--- src/rtl/core/mstk_pkg.sv ---
package mstk_pkg;

  // Grid limit used for the dimension check.
  localparam int MAX_DIM = 1024;

  localparam int DimW   = 11;
  localparam int IdxW   = 22;
  localparam int RegW   = 47;
  localparam int CoefW  = 48;
  localparam int DiagW  = 50;
  localparam int CfgIdxW = 3;
  localparam int NumSlots = 7;

  localparam logic [DimW-1:0] CellsReset = 11'd16;
  localparam logic [RegW-1:0] ViscReset  = 47'd16777216;
  localparam logic [RegW-1:0] InvHReset  = 47'd1048576;

  localparam logic signed [CoefW-1:0] OneQ16  = 48'sd65536;
  localparam logic signed [CoefW-1:0] CoefMax = 48'sh7FFF_FFFF_FFFF;
  localparam logic signed [CoefW-1:0] CoefMin = 48'sh8000_0000_0000;

  typedef enum logic [1:0] {
    KIND_U   = 2'd0,
    KIND_V   = 2'd1,
    KIND_P   = 2'd2,
    KIND_BAD = 2'd3
  } kind_e;

  typedef enum logic [CfgIdxW-1:0] {
    CFG_CELLS_X = 3'd0,
    CFG_CELLS_Y = 3'd1,
    CFG_VISC_HX = 3'd2,
    CFG_VISC_HY = 3'd3,
    CFG_INV_HX  = 3'd4,
    CFG_INV_HY  = 3'd5
  } cfg_idx_e;

  typedef struct packed {
    kind_e           kind;
    logic [DimW-1:0] coord_i;
    logic [DimW-1:0] coord_j;
  } in_word_t;

  typedef struct packed {
    logic [IdxW-1:0]         row_index;
    logic [IdxW-1:0]         col_index;
    logic signed [CoefW-1:0] coeff;
    logic                    rhs_one;
    logic                    last;
    logic                    error;
  } out_word_t;

endpackage

--- src/rtl/core/mac_stokes_matrix_row_generator_top.sv ---
// MAC staggered-grid Stokes matrix row generator.
// Input channel (in_valid_i / in_ready_o / in_word_i): one word names an
// unknown by kind (u face, v face, pressure cell) and its coordinates.
// Output channel (out_valid_o / out_ready_i / out_word_o): one word per
// entry of that unknown's sparse matrix row, diagonal first, last set on the
// final word. A bad kind or coordinate, or a bad grid size, gives a single
// word with error and last set and everything else zero.
// Configuration channel (cfg_valid_i / cfg_ready_o): writes the grid size
// and the four Q31.16 scale registers; it is always ready and must only be
// used while the block is idle.
//
// Pipeline: an accepted input word passes through three pipeline stages
// and a row buffer before the first word of its row leaves. A row has
// between one and seven words; the single output port emitting one word
// per cycle while the receiver is ready sets the rate.
// While a row drains, later inputs keep entering the pipeline behind it.
//
// Reset clears all valid bits and loads the default configuration. When the
// receiver stalls, the current word holds and the pipeline fills up and
// then backs up to the input without losing or repeating anything.
module mac_stokes_matrix_row_generator_top
  import mstk_pkg::*;
(
  input  logic                clk_i,
  input  logic                rst_ni,
  input  logic                in_valid_i,
  output logic                in_ready_o,
  input  in_word_t            in_word_i,
  output logic                out_valid_o,
  input  logic                out_ready_i,
  output out_word_t           out_word_o,
  input  logic                cfg_valid_i,
  output logic                cfg_ready_o,
  input  logic [CfgIdxW-1:0]  cfg_index_i,
  input  logic [RegW-1:0]     cfg_data_i
);

  // Boundary and position flags, worked out once at the first stage.
  typedef struct packed {
    logic i_zero;
    logic j_zero;
    logic j_top;
    logic j_eq_m;
    logic i_lt_n;
    logic i1_lt_n;
  } flags_t;

  typedef struct packed {
    kind_e           kind;
    logic            err;
    flags_t          flg;
    logic [DimW-1:0] ci;
    logic [DimW-1:0] cj;
    logic [IdxW-1:0] i_m;
    logic [IdxW-1:0] n_m;
  } s1_t;

  typedef struct packed {
    kind_e            kind;
    logic             err;
    flags_t           flg;
    logic [IdxW-1:0]  row_u;
    logic [IdxW-1:0]  imi_j;
    logic [IdxW-1:0]  sv;
    logic [IdxW-1:0]  nmn;
    logic [DiagW-1:0] du_a;
    logic [DiagW-1:0] du_b;
    logic [DiagW-1:0] dv_a;
    logic [DiagW-1:0] dv_b;
  } s2_t;

  typedef struct packed {
    kind_e            kind;
    logic             err;
    flags_t           flg;
    logic [IdxW-1:0]  row_u;
    logic [IdxW-1:0]  row_v;
    logic [IdxW-1:0]  sp_u;
    logic [DiagW-1:0] diag;
  } s3_t;

  function automatic logic signed [CoefW-1:0] sat_pos(input logic [DiagW-1:0] v);
    if (v > DiagW'(CoefMax)) begin
      return CoefMax;
    end
    return $signed(v[CoefW-1:0]);
  endfunction

  // Negates a nonnegative magnitude and clamps at the most negative value.
  function automatic logic signed [CoefW-1:0] sat_neg(input logic [CoefW-1:0] mag);
    if (mag > CoefW'(CoefMax)) begin
      return CoefMin;
    end
    return -$signed(mag);
  endfunction

  // Configuration registers.
  logic [DimW-1:0] cells_x_q, cells_y_q;
  logic [RegW-1:0] visc_hx_q, visc_hy_q, inv_hx_q, inv_hy_q;

  assign cfg_ready_o = 1'b1;

  always_ff @(posedge clk_i or negedge rst_ni) begin
    if (!rst_ni) begin
      cells_x_q <= CellsReset;
      cells_y_q <= CellsReset;
      visc_hx_q <= ViscReset;
      visc_hy_q <= ViscReset;
      inv_hx_q  <= InvHReset;
      inv_hy_q  <= InvHReset;
    end else if (cfg_valid_i) begin
      unique case (cfg_idx_e'(cfg_index_i))
        CFG_CELLS_X: cells_x_q <= cfg_data_i[DimW-1:0];
        CFG_CELLS_Y: cells_y_q <= cfg_data_i[DimW-1:0];
        CFG_VISC_HX: visc_hx_q <= cfg_data_i;
        CFG_VISC_HY: visc_hy_q <= cfg_data_i;
        CFG_INV_HX:  inv_hx_q  <= cfg_data_i;
        CFG_INV_HY:  inv_hy_q  <= cfg_data_i;
        default: ;
      endcase
    end
  end

  // Pipeline valid bits and the ready chain running back from the buffer.
  logic s1_v_q, s2_v_q, s3_v_q, buf_valid_q;
  logic s1_ready, s2_ready, s3_ready, buf_ready;
  logic out_last;

  assign buf_ready  = !buf_valid_q || (out_ready_i && out_last);
  assign s3_ready   = !s3_v_q || buf_ready;
  assign s2_ready   = !s2_v_q || s3_ready;
  assign s1_ready   = !s1_v_q || s2_ready;
  assign in_ready_o = s1_ready;

  // Stage 1: range checks, flags and the two index products.
  s1_t s1_d, s1_q;
  logic dims_ok, crd_ok;

  always_comb begin
    logic [DimW-1:0] ci, cj;
    ci = in_word_i.coord_i;
    cj = in_word_i.coord_j;
    dims_ok = (cells_x_q != '0) && (int'(cells_x_q) <= MAX_DIM) &&
              (cells_y_q != '0) && (int'(cells_y_q) <= MAX_DIM);
    case (in_word_i.kind)
      KIND_U:  crd_ok = (ci <= cells_x_q) && (cj < cells_y_q);
      KIND_V:  crd_ok = (ci < cells_x_q) && (cj <= cells_y_q);
      KIND_P:  crd_ok = (ci < cells_x_q) && (cj < cells_y_q);
      default: crd_ok = 1'b0;
    endcase
    s1_d.kind        = in_word_i.kind;
    s1_d.err         = !(dims_ok && crd_ok);
    s1_d.ci          = ci;
    s1_d.cj          = cj;
    s1_d.i_m         = IdxW'(ci) * IdxW'(cells_y_q);
    s1_d.n_m         = IdxW'(cells_x_q) * IdxW'(cells_y_q);
    s1_d.flg.i_zero  = (ci == '0);
    s1_d.flg.j_zero  = (cj == '0);
    s1_d.flg.j_top   = (({1'b0, cj} + (DimW+1)'(1)) == {1'b0, cells_y_q});
    s1_d.flg.j_eq_m  = (cj == cells_y_q);
    s1_d.flg.i_lt_n  = (ci < cells_x_q);
    s1_d.flg.i1_lt_n = (({1'b0, ci} + (DimW+1)'(1)) < {1'b0, cells_x_q});
  end

  // Stage 2: base indices and partial diagonal sums.
  s2_t s2_d, s2_q;

  always_comb begin
    logic [DiagW-1:0] ax, ay;
    ax = DiagW'(visc_hx_q);
    ay = DiagW'(visc_hy_q);
    s2_d.kind  = s1_q.kind;
    s2_d.err   = s1_q.err;
    s2_d.flg   = s1_q.flg;
    s2_d.row_u = s1_q.i_m + IdxW'(s1_q.cj);
    s2_d.imi_j = s1_q.i_m + IdxW'(s1_q.ci) + IdxW'(s1_q.cj);
    s2_d.sv    = s1_q.n_m + IdxW'(cells_y_q);
    s2_d.nmn   = s1_q.n_m + IdxW'(cells_x_q);
    // Terms at a wall are doubled since the wall sits half a cell away.
    s2_d.du_a  = ax + (s1_q.flg.j_zero ? (ay << 1) : ay);
    s2_d.du_b  = (s1_q.flg.j_top ? (ay << 1) : ay) + (s1_q.flg.i_lt_n ? ax : '0);
    s2_d.dv_a  = (s1_q.flg.i_zero ? (ax << 1) : ax) + (s1_q.flg.i1_lt_n ? ax : '0);
    s2_d.dv_b  = ay << 1;
  end

  // Stage 3: v and pressure row numbers, full diagonal.
  s3_t s3_d, s3_q;

  always_comb begin
    s3_d.kind  = s2_q.kind;
    s3_d.err   = s2_q.err;
    s3_d.flg   = s2_q.flg;
    s3_d.row_u = s2_q.row_u;
    s3_d.row_v = s2_q.sv + s2_q.imi_j;
    s3_d.sp_u  = s2_q.sv + s2_q.nmn + s2_q.row_u;
    s3_d.diag  = (s2_q.kind == KIND_U) ? (s2_q.du_a + s2_q.du_b)
                                       : (s2_q.dv_a + s2_q.dv_b);
  end

  always_ff @(posedge clk_i or negedge rst_ni) begin
    if (!rst_ni) begin
      s1_v_q <= 1'b0;
      s2_v_q <= 1'b0;
      s3_v_q <= 1'b0;
    end else begin
      if (s1_ready) begin
        s1_v_q <= in_valid_i;
      end
      if (s2_ready) begin
        s2_v_q <= s1_v_q;
      end
      if (s3_ready) begin
        s3_v_q <= s2_v_q;
      end
    end
  end

  always_ff @(posedge clk_i) begin
    if (s1_ready) begin
      s1_q <= s1_d;
    end
    if (s2_ready) begin
      s2_q <= s2_d;
    end
    if (s3_ready) begin
      s3_q <= s3_d;
    end
  end

  // Row assembly: each entry has a fixed slot, and a mask marks the slots
  // present. Slot 0 is always the diagonal.
  logic [IdxW-1:0]         slot_col   [NumSlots];
  logic signed [CoefW-1:0] slot_coeff [NumSlots];
  logic [NumSlots-1:0]     slot_mask;
  logic [IdxW-1:0]         slot_row;
  logic                    slot_rhs, slot_err;

  always_comb begin
    logic signed [CoefW-1:0] neg_ax, neg_ay, neg_gx, neg_gy, pos_gx, pos_gy;
    logic signed [CoefW-1:0] neg_2gx, diag_c;
    logic [IdxW-1:0] m_x, m_p1;
    neg_ax  = -$signed(CoefW'(visc_hx_q));
    neg_ay  = -$signed(CoefW'(visc_hy_q));
    pos_gx  = $signed(CoefW'(inv_hx_q));
    pos_gy  = $signed(CoefW'(inv_hy_q));
    neg_gx  = -pos_gx;
    neg_gy  = -pos_gy;
    neg_2gx = sat_neg({inv_hx_q, 1'b0});
    diag_c  = sat_pos(s3_q.diag);
    m_x     = IdxW'(cells_y_q);
    m_p1    = m_x + IdxW'(1);

    for (int k = 0; k < NumSlots; k++) begin
      slot_col[k]   = '0;
      slot_coeff[k] = '0;
    end
    slot_mask = '0;
    slot_row  = '0;
    slot_rhs  = 1'b0;
    slot_err  = s3_q.err;

    if (!s3_q.err) begin
      case (s3_q.kind)
        KIND_U: begin
          slot_row    = s3_q.row_u;
          slot_col[0] = s3_q.row_u;
          if (s3_q.flg.i_zero) begin
            // Inflow boundary: identity row with a unit right-hand side.
            slot_coeff[0] = OneQ16;
            slot_mask     = NumSlots'(1);
            slot_rhs      = 1'b1;
          end else begin
            slot_coeff[0] = diag_c;
            slot_col[1]   = s3_q.row_u - m_x;
            slot_coeff[1] = neg_ax;
            slot_col[2]   = s3_q.row_u - IdxW'(1);
            slot_coeff[2] = neg_ay;
            slot_col[3]   = s3_q.row_u + IdxW'(1);
            slot_coeff[3] = neg_ay;
            slot_col[4]   = s3_q.row_u + m_x;
            slot_coeff[4] = neg_ax;
            // At the outflow face only the inner pressure remains, doubled.
            slot_col[5]   = s3_q.sp_u - m_x;
            slot_coeff[5] = s3_q.flg.i_lt_n ? neg_gx : neg_2gx;
            slot_col[6]   = s3_q.sp_u;
            slot_coeff[6] = pos_gx;
            slot_mask = {s3_q.flg.i_lt_n, 1'b1, s3_q.flg.i_lt_n, !s3_q.flg.j_top,
                         !s3_q.flg.j_zero, 1'b1, 1'b1};
          end
        end
        KIND_V: begin
          slot_row    = s3_q.row_v;
          slot_col[0] = s3_q.row_v;
          if (s3_q.flg.j_zero || s3_q.flg.j_eq_m) begin
            slot_coeff[0] = OneQ16;
            slot_mask     = NumSlots'(1);
          end else begin
            slot_coeff[0] = diag_c;
            slot_col[1]   = s3_q.row_v - m_p1;
            slot_coeff[1] = neg_ax;
            slot_col[2]   = s3_q.row_v - IdxW'(1);
            slot_coeff[2] = neg_ay;
            slot_col[3]   = s3_q.row_v + IdxW'(1);
            slot_coeff[3] = neg_ay;
            slot_col[4]   = s3_q.row_v + m_p1;
            slot_coeff[4] = neg_ax;
            slot_col[5]   = s3_q.sp_u;
            slot_coeff[5] = pos_gy;
            slot_col[6]   = s3_q.sp_u - IdxW'(1);
            slot_coeff[6] = neg_gy;
            slot_mask = {1'b1, 1'b1, s3_q.flg.i1_lt_n, 1'b1, 1'b1,
                         !s3_q.flg.i_zero, 1'b1};
          end
        end
        KIND_P: begin
          // Divergence row: the zero diagonal is emitted explicitly.
          slot_row      = s3_q.sp_u;
          slot_col[0]   = s3_q.sp_u;
          slot_col[1]   = s3_q.row_u;
          slot_coeff[1] = neg_gx;
          slot_col[2]   = s3_q.row_u + m_x;
          slot_coeff[2] = pos_gx;
          slot_col[3]   = s3_q.row_v;
          slot_coeff[3] = neg_gy;
          slot_col[4]   = s3_q.row_v + IdxW'(1);
          slot_coeff[4] = pos_gy;
          slot_mask     = NumSlots'(5'b11111);
        end
        default: begin
          slot_err  = 1'b1;
          slot_mask = NumSlots'(1);
        end
      endcase
    end else begin
      slot_mask = NumSlots'(1);
    end
  end

  // Row buffer: drains one word per cycle while the receiver is ready, lowest remaining slot first.
  logic [IdxW-1:0]         buf_row_q;
  logic [IdxW-1:0]         buf_col_q   [NumSlots];
  logic signed [CoefW-1:0] buf_coeff_q [NumSlots];
  logic [NumSlots-1:0]     buf_mask_q, buf_mask_d;
  logic                    buf_rhs_q, buf_err_q;
  logic [NumSlots-1:0]     sel_low, mask_rest;

  assign sel_low   = buf_mask_q & (~buf_mask_q + NumSlots'(1));
  assign mask_rest = buf_mask_q & ~sel_low;
  assign out_last  = (mask_rest == '0);

  always_comb begin
    buf_mask_d = buf_mask_q;
    if (buf_ready) begin
      buf_mask_d = slot_mask;
    end else if (out_ready_i) begin
      buf_mask_d = mask_rest;
    end
  end

  always_ff @(posedge clk_i or negedge rst_ni) begin
    if (!rst_ni) begin
      buf_valid_q <= 1'b0;
      buf_mask_q  <= '0;
    end else begin
      buf_mask_q <= buf_mask_d;
      if (buf_ready) begin
        buf_valid_q <= s3_v_q;
      end
    end
  end

  always_ff @(posedge clk_i) begin
    if (buf_ready) begin
      buf_row_q   <= slot_row;
      buf_col_q   <= slot_col;
      buf_coeff_q <= slot_coeff;
      buf_rhs_q   <= slot_rhs;
      buf_err_q   <= slot_err;
    end
  end

  always_comb begin
    logic [IdxW-1:0]         col;
    logic signed [CoefW-1:0] cf;
    col = '0;
    cf  = '0;
    for (int k = 0; k < NumSlots; k++) begin
      col = col | (buf_col_q[k] & {IdxW{sel_low[k]}});
      cf  = cf | (buf_coeff_q[k] & {CoefW{sel_low[k]}});
    end
    out_word_o.row_index = buf_row_q;
    out_word_o.col_index = col;
    out_word_o.coeff     = cf;
    out_word_o.rhs_one   = buf_rhs_q;
    out_word_o.last      = out_last;
    out_word_o.error     = buf_err_q;
  end

  assign out_valid_o = buf_valid_q;

endmodule

--- config.mk ---
export PLATFORM = sky130hd
export DESIGN_NAME = mac_stokes_matrix_row_generator_top
export DESIGN_NICKNAME = d
export VERILOG_FILES = /design/src/rtl/core/mstk_pkg.sv /design/src/rtl/core/mac_stokes_matrix_row_generator_top.sv
export SDC_FILE = /design/constraint.sdc
export NUM_CORES = 2
export LEC_CHECK = 0
export ABC_AREA = 1
export BUFFER_PORTS_ARGS = -buffer_cell sky130_fd_sc_hd__buf_2
export CORE_ASPECT_RATIO = 1.2
export CORE_UTILIZATION = 36
export CTS_BUF_LIST = sky130_fd_sc_hd__clkbuf_4
export DETAILED_ROUTE_END_ITERATION = 7
export GPL_ROUTABILITY_DRIVEN = 0
export PLACE_DENSITY_LB_ADDON = 0.2
export SLEW_MARGIN = 0
export SYNTH_ARGS = -nofsm -noshare
export SYNTH_HDL_FRONTEND = slang
export SYNTH_SLANG_ARGS = --single-unit
--- constraint.sdc ---
create_clock -name clk_i -period 16.9 [get_ports clk_i]
set_clock_uncertainty 0.15 [all_clocks]
set_input_delay 3.38 -clock clk_i [delete_from_list [all_inputs] [get_ports clk_i]]
set_output_delay 3.38 -clock clk_i [all_outputs]
set_load 0.02 [all_outputs]
==> summary.log <==
[sta] Tmin final 8.84 ns
[finish] number of fill cells 28300
[pwr] PD cells 213 mW/mm2
[sta] Pins Over Slew Limit 0
[route] vias per cell 5.49
[hold_path] hold crit path type register to register
[pwr] internal power 10300 uW
[route] routed wirelength normalized by instance count 25.5 um
[worst_setup_path] worst reg2reg path endpoint s1_q[19]$_DFFE_PP_
[pwr] portion of total power attributed to sequential cells 27.6%
[floorplan] DIE AREA 0.269 mm2
[run] max capacitance violation total 0
[yosys] largest cells by area after synthesis edfxtp_1, nand2_1, inv_1, ha_1, dfrtp_1
[global_routing] maximum number of pins on one net before global-route repair 140
[hold_path] Hold Path Cell Cnt 0
[global_routing] sum of overflow across all layers after global routing 0
[cts] clock edge transition at the registers on the reported setup and hold paths 0.07 ns
[cts] CTS tree built
[worst_setup_path] endpoint required time on the critical path 13.37 ns
[cts] CTS HTree Levels 5
[worst_setup_path] data arrival time of the critical path 5.31 ns
[hold_path] Hold Startpoint s2_q[288]$_DFFE_PP_
[cts] clock latency on the worst-skew pair 1.38 ns
[finish] ratio of cells with drive above 1 in the final layout 7.18%
[route] drt total wl 434 mm
[placed_design] count of input and output buffers 175
[route] vias 93400
[pwr] Clock Power Share 12.9%
[placed_design] dpl hpwl 340 mm
[yosys] register bit count reported by yosys 1204
[yosys] syn nets 13900
[cts] Post-CTS Setup Repair Bufs 0
[sta] fmax 113 MHz
[hold_path] endpoint of the worst hold path s3_q[116]$_DFFE_PP_
[run_status] result of the run complete, but fails checks
[yosys] Yosys cell types 70
[sta] setup repair after global routing missed its margin false
[worst_setup_path] startpoint type of the worst setup path input port
[yosys] synthesized area 0.0960 mm2
[sta] worst setup slack after layout 8.06 ns
[yosys] share of the yosys chip area belonging to registers 36.5%
[yosys] Post-Synthesis Mean Instance Area 7.38 um2
[worst_setup_path] Critical Setup Path Class input port to primary output
[cts] number of gates resized after cts 0
[floorplan] floorplan row count 207
[sta] worst-case hold slack 0.240 ns
[worst_setup_path] worst reg2reg setup slack 10.84 ns
[finish] number of nets in the finished design 14000
[yosys] dominant cell by count in the synthesized netlist nand2_1
[floorplan] Vert. Die Dim 568 um
[yosys] synth cell count leaders nand2_1, inv_1, nor2_1, edfxtp_1, o21ai_0
[worst_setup_path] Worst R2R Path Depth 16
[pwr] portion of total power attributed to combinational logic 59.6%
[sta] Hold Violations, Final 0
[cts] hold buffer count at cts 0
[yosys] gate count after technology mapping 13000
[cts] clock tree sinks 1204
[sta] Slew @ Worst Pin 1.36 ns
[placed_design] post-placement worst setup slack 8.03 ns
[run_status] failing checks design-rule violations
[floorplan] I/O pin cnt 177
[yosys] area share of the leading cell type in the synthesized netlist 30.7%
[pwr] Leak 0.0488 uW
[pwr] NetSw 12100 uW
[sta] ratio of final minimum period to clock period 52.3%
[global_routing] GRT Resource Usage Total 31.6%
[sta] worst max-slew margin expressed relative to the limit 8.43%
[worst_setup_path] reg2reg start cells_y_q[7]$_DFFE_PN0P_
[yosys] Warnings, synthesis 0
[finish] area growth from synthesis to final layout 9.07%
[global_routing] antenna violations before repair 32
[yosys] Synth area leader edfxtp_1
[yosys] share of flip-flops with an asynchronous set or reset after synthesis 18.4%
[yosys] most common flop cell mapped by yosys edfxtp_1
[route] DRT iter0 DRCs 11000
[floorplan] effective utilization at floorplan 36.2%
[yosys] number of enable flip-flop cells after synthesis 983
[global_routing] wire length of the first global-routing pass 615 mm
[cts] root buf cell clkbuf_4
[worst_setup_path] CP Max Fanout 33
[sta] Setup violations, final 0
[route] final routed DRC violation total 9
[pwr] Switching Share 54.1%
[floorplan] core area 0.265 mm2
[cts] CTS buffer count 343
[route] TritonRoute pass-1 iters 8
[cts] clock tree buffer depth 4
[worst_setup_path] kind of end point of the critical path primary output
[floorplan] width of the chip 473 um
[global_routing] number of global-route vias before repair 88400
[sta] total negative slack for setup checks 0 ns
[pwr] maximum ir drop on the vdd rail 0.000120 V
[route] final antenna-violating net count 0
==> cell usage in the layout (no fill, tap or decap), types with 29 or more instances in the layout <==
cell | synthesis | final
o22ai_1 | 80 | 80
o211ai_1 | 40 | 40
nor3_1 | 141 | 141
a21oi_1 | 664 | 664
edfxtp_1 | 983 | 983
ha_1 | 551 | 551
a221oi_1 | 57 | 57
inv_1 | 1950 | 1947
a31oi_1 | 41 | 41
buf_4 | 33 | 88
xnor2_1 | 86 | 86
buf_2 | 85 | 174
dfrtp_1 | 215 | 214
o21bai_1 | 87 | 87
nand2_1 | 3567 | 3563
o21ai_0 | 929 | 927
nand3_1 | 877 | 874
clkbuf_4 | 0 | 514
clkinv_1 | 4 | 59
nand4_1 | 220 | 220
nor2_1 | 1226 | 1221
a22oi_1 | 29 | 29
fa_1 | 208 | 208
xor2_1 | 268 | 268
nand3b_1 | 39 | 39
==> worst max path at each step <==
stage                           start                            to  slack, ns  cells after the start
final                     out_ready_i                    in_ready_o       8.06                      7
after detailed placement  out_ready_i                    in_ready_o       8.03                      7
after CTS                 out_ready_i                    in_ready_o       8.03                      7
after floorplan           out_ready_i  buf_coeff_q[0]$_SDFFCE_PP0N_       2.70                      4
after global routing      out_ready_i                    in_ready_o       7.92                      7
after global placement    out_ready_i                    in_ready_o       8.05                      7
==> cell type report <==
cell class | instances | area (um2) | area share, %
diodes | 16 | 40.0 | 0.0382
clock buffers | 514 | 3860 | 3.68
clock inverters | 94 | 557 | 0.532
inverters | 1976 | 7430 | 7.09
multi-input cells | 9415 | 51800 | 49.5
flip-flops and latches | 1204 | 35100 | 33.5
well taps | 3553 | 4450 | 4.24
repair buffers | 263 | 1550 | 1.48
==> power groups by stage <==
stage / logic, uW / clock network (uW) / registers [uW]
5_1_grt: 14400 / 3050 / 6200
3_5_place_dp: 13000 / 0 / 6170
2_1_floorplan: 8520 / 0 / 5850
3_3_place_gp: 13000 / 0 / 6180
4_1_cts: 13100 / 2910 / 6130
6_report: 13300 / 2870 / 6160
==> stage by stage <==
step	instance area [um2]	util [%]	instances	total power, uW
2_1_floorplan	96000	-	13000	14400
3_3_place_gp	100000	37.8	16400	19200
3_5_place_dp	100000	37.8	16400	19200
4_1_cts	105000	39.5	17000	22100
5_1_grt	105000	39.5	17000	23700
6_report	105000	39.5	17000	22300
==> logic make-up (layout without fill, tap and decap cells) <==
logic type / after synthesis / after routing / synth area share [%]
xor gates and xnor gates: 355 / 355 / 3.25
AOI/OAI and AO/OA: 2076 / 2076 / 12.0
DFF: 1204 / 1204 / 36.5
and+or+nand+nor: 6223 / 6223 / 27.0
buffers and inverters: 2396 / 2847 / 9.65
other: 2 / 18 / 0.00782
adders and majority gates: 759 / 759 / 11.5
==> state kept, by name, summed over array words and instances, names as in the netlist, 7 cells and up <==
register	cells
buf_coeff_q	336
buf_col_q	132
buf_mask_q	7
buf_row_q	22
cells_x_q	11
cells_y_q	11
inv_hx_q	47
inv_hy_q	47
s1_q	75
s2_q	291
s3_q	125
visc_hx_q	47
visc_hy_q	47
==> per-layer routing <==
| layer | up-vias | global-route usage, % | wire [um] |
|---|---|---|---|
| met2 | 4951 | 49.5 | 192000 |
| met4 | 22 | 26.3 | 42700 |
| li1 | 43300 | - | - |
| met1 | 43900 | 37.9 | 165000 |
| met3 | 1261 | 5.30 | 34900 |
| met5 | - | 0 | 194 |
==> worst max-delay path: stages <==
cell and delay (ns):
buf_2 0.10, nor2_1 0.31, clkinv_1 0.32, nand2_2 0.42, nand4_1 0.17, buf_4 0.33, buf_2 0.24
(Power assumes the default switching activity.)
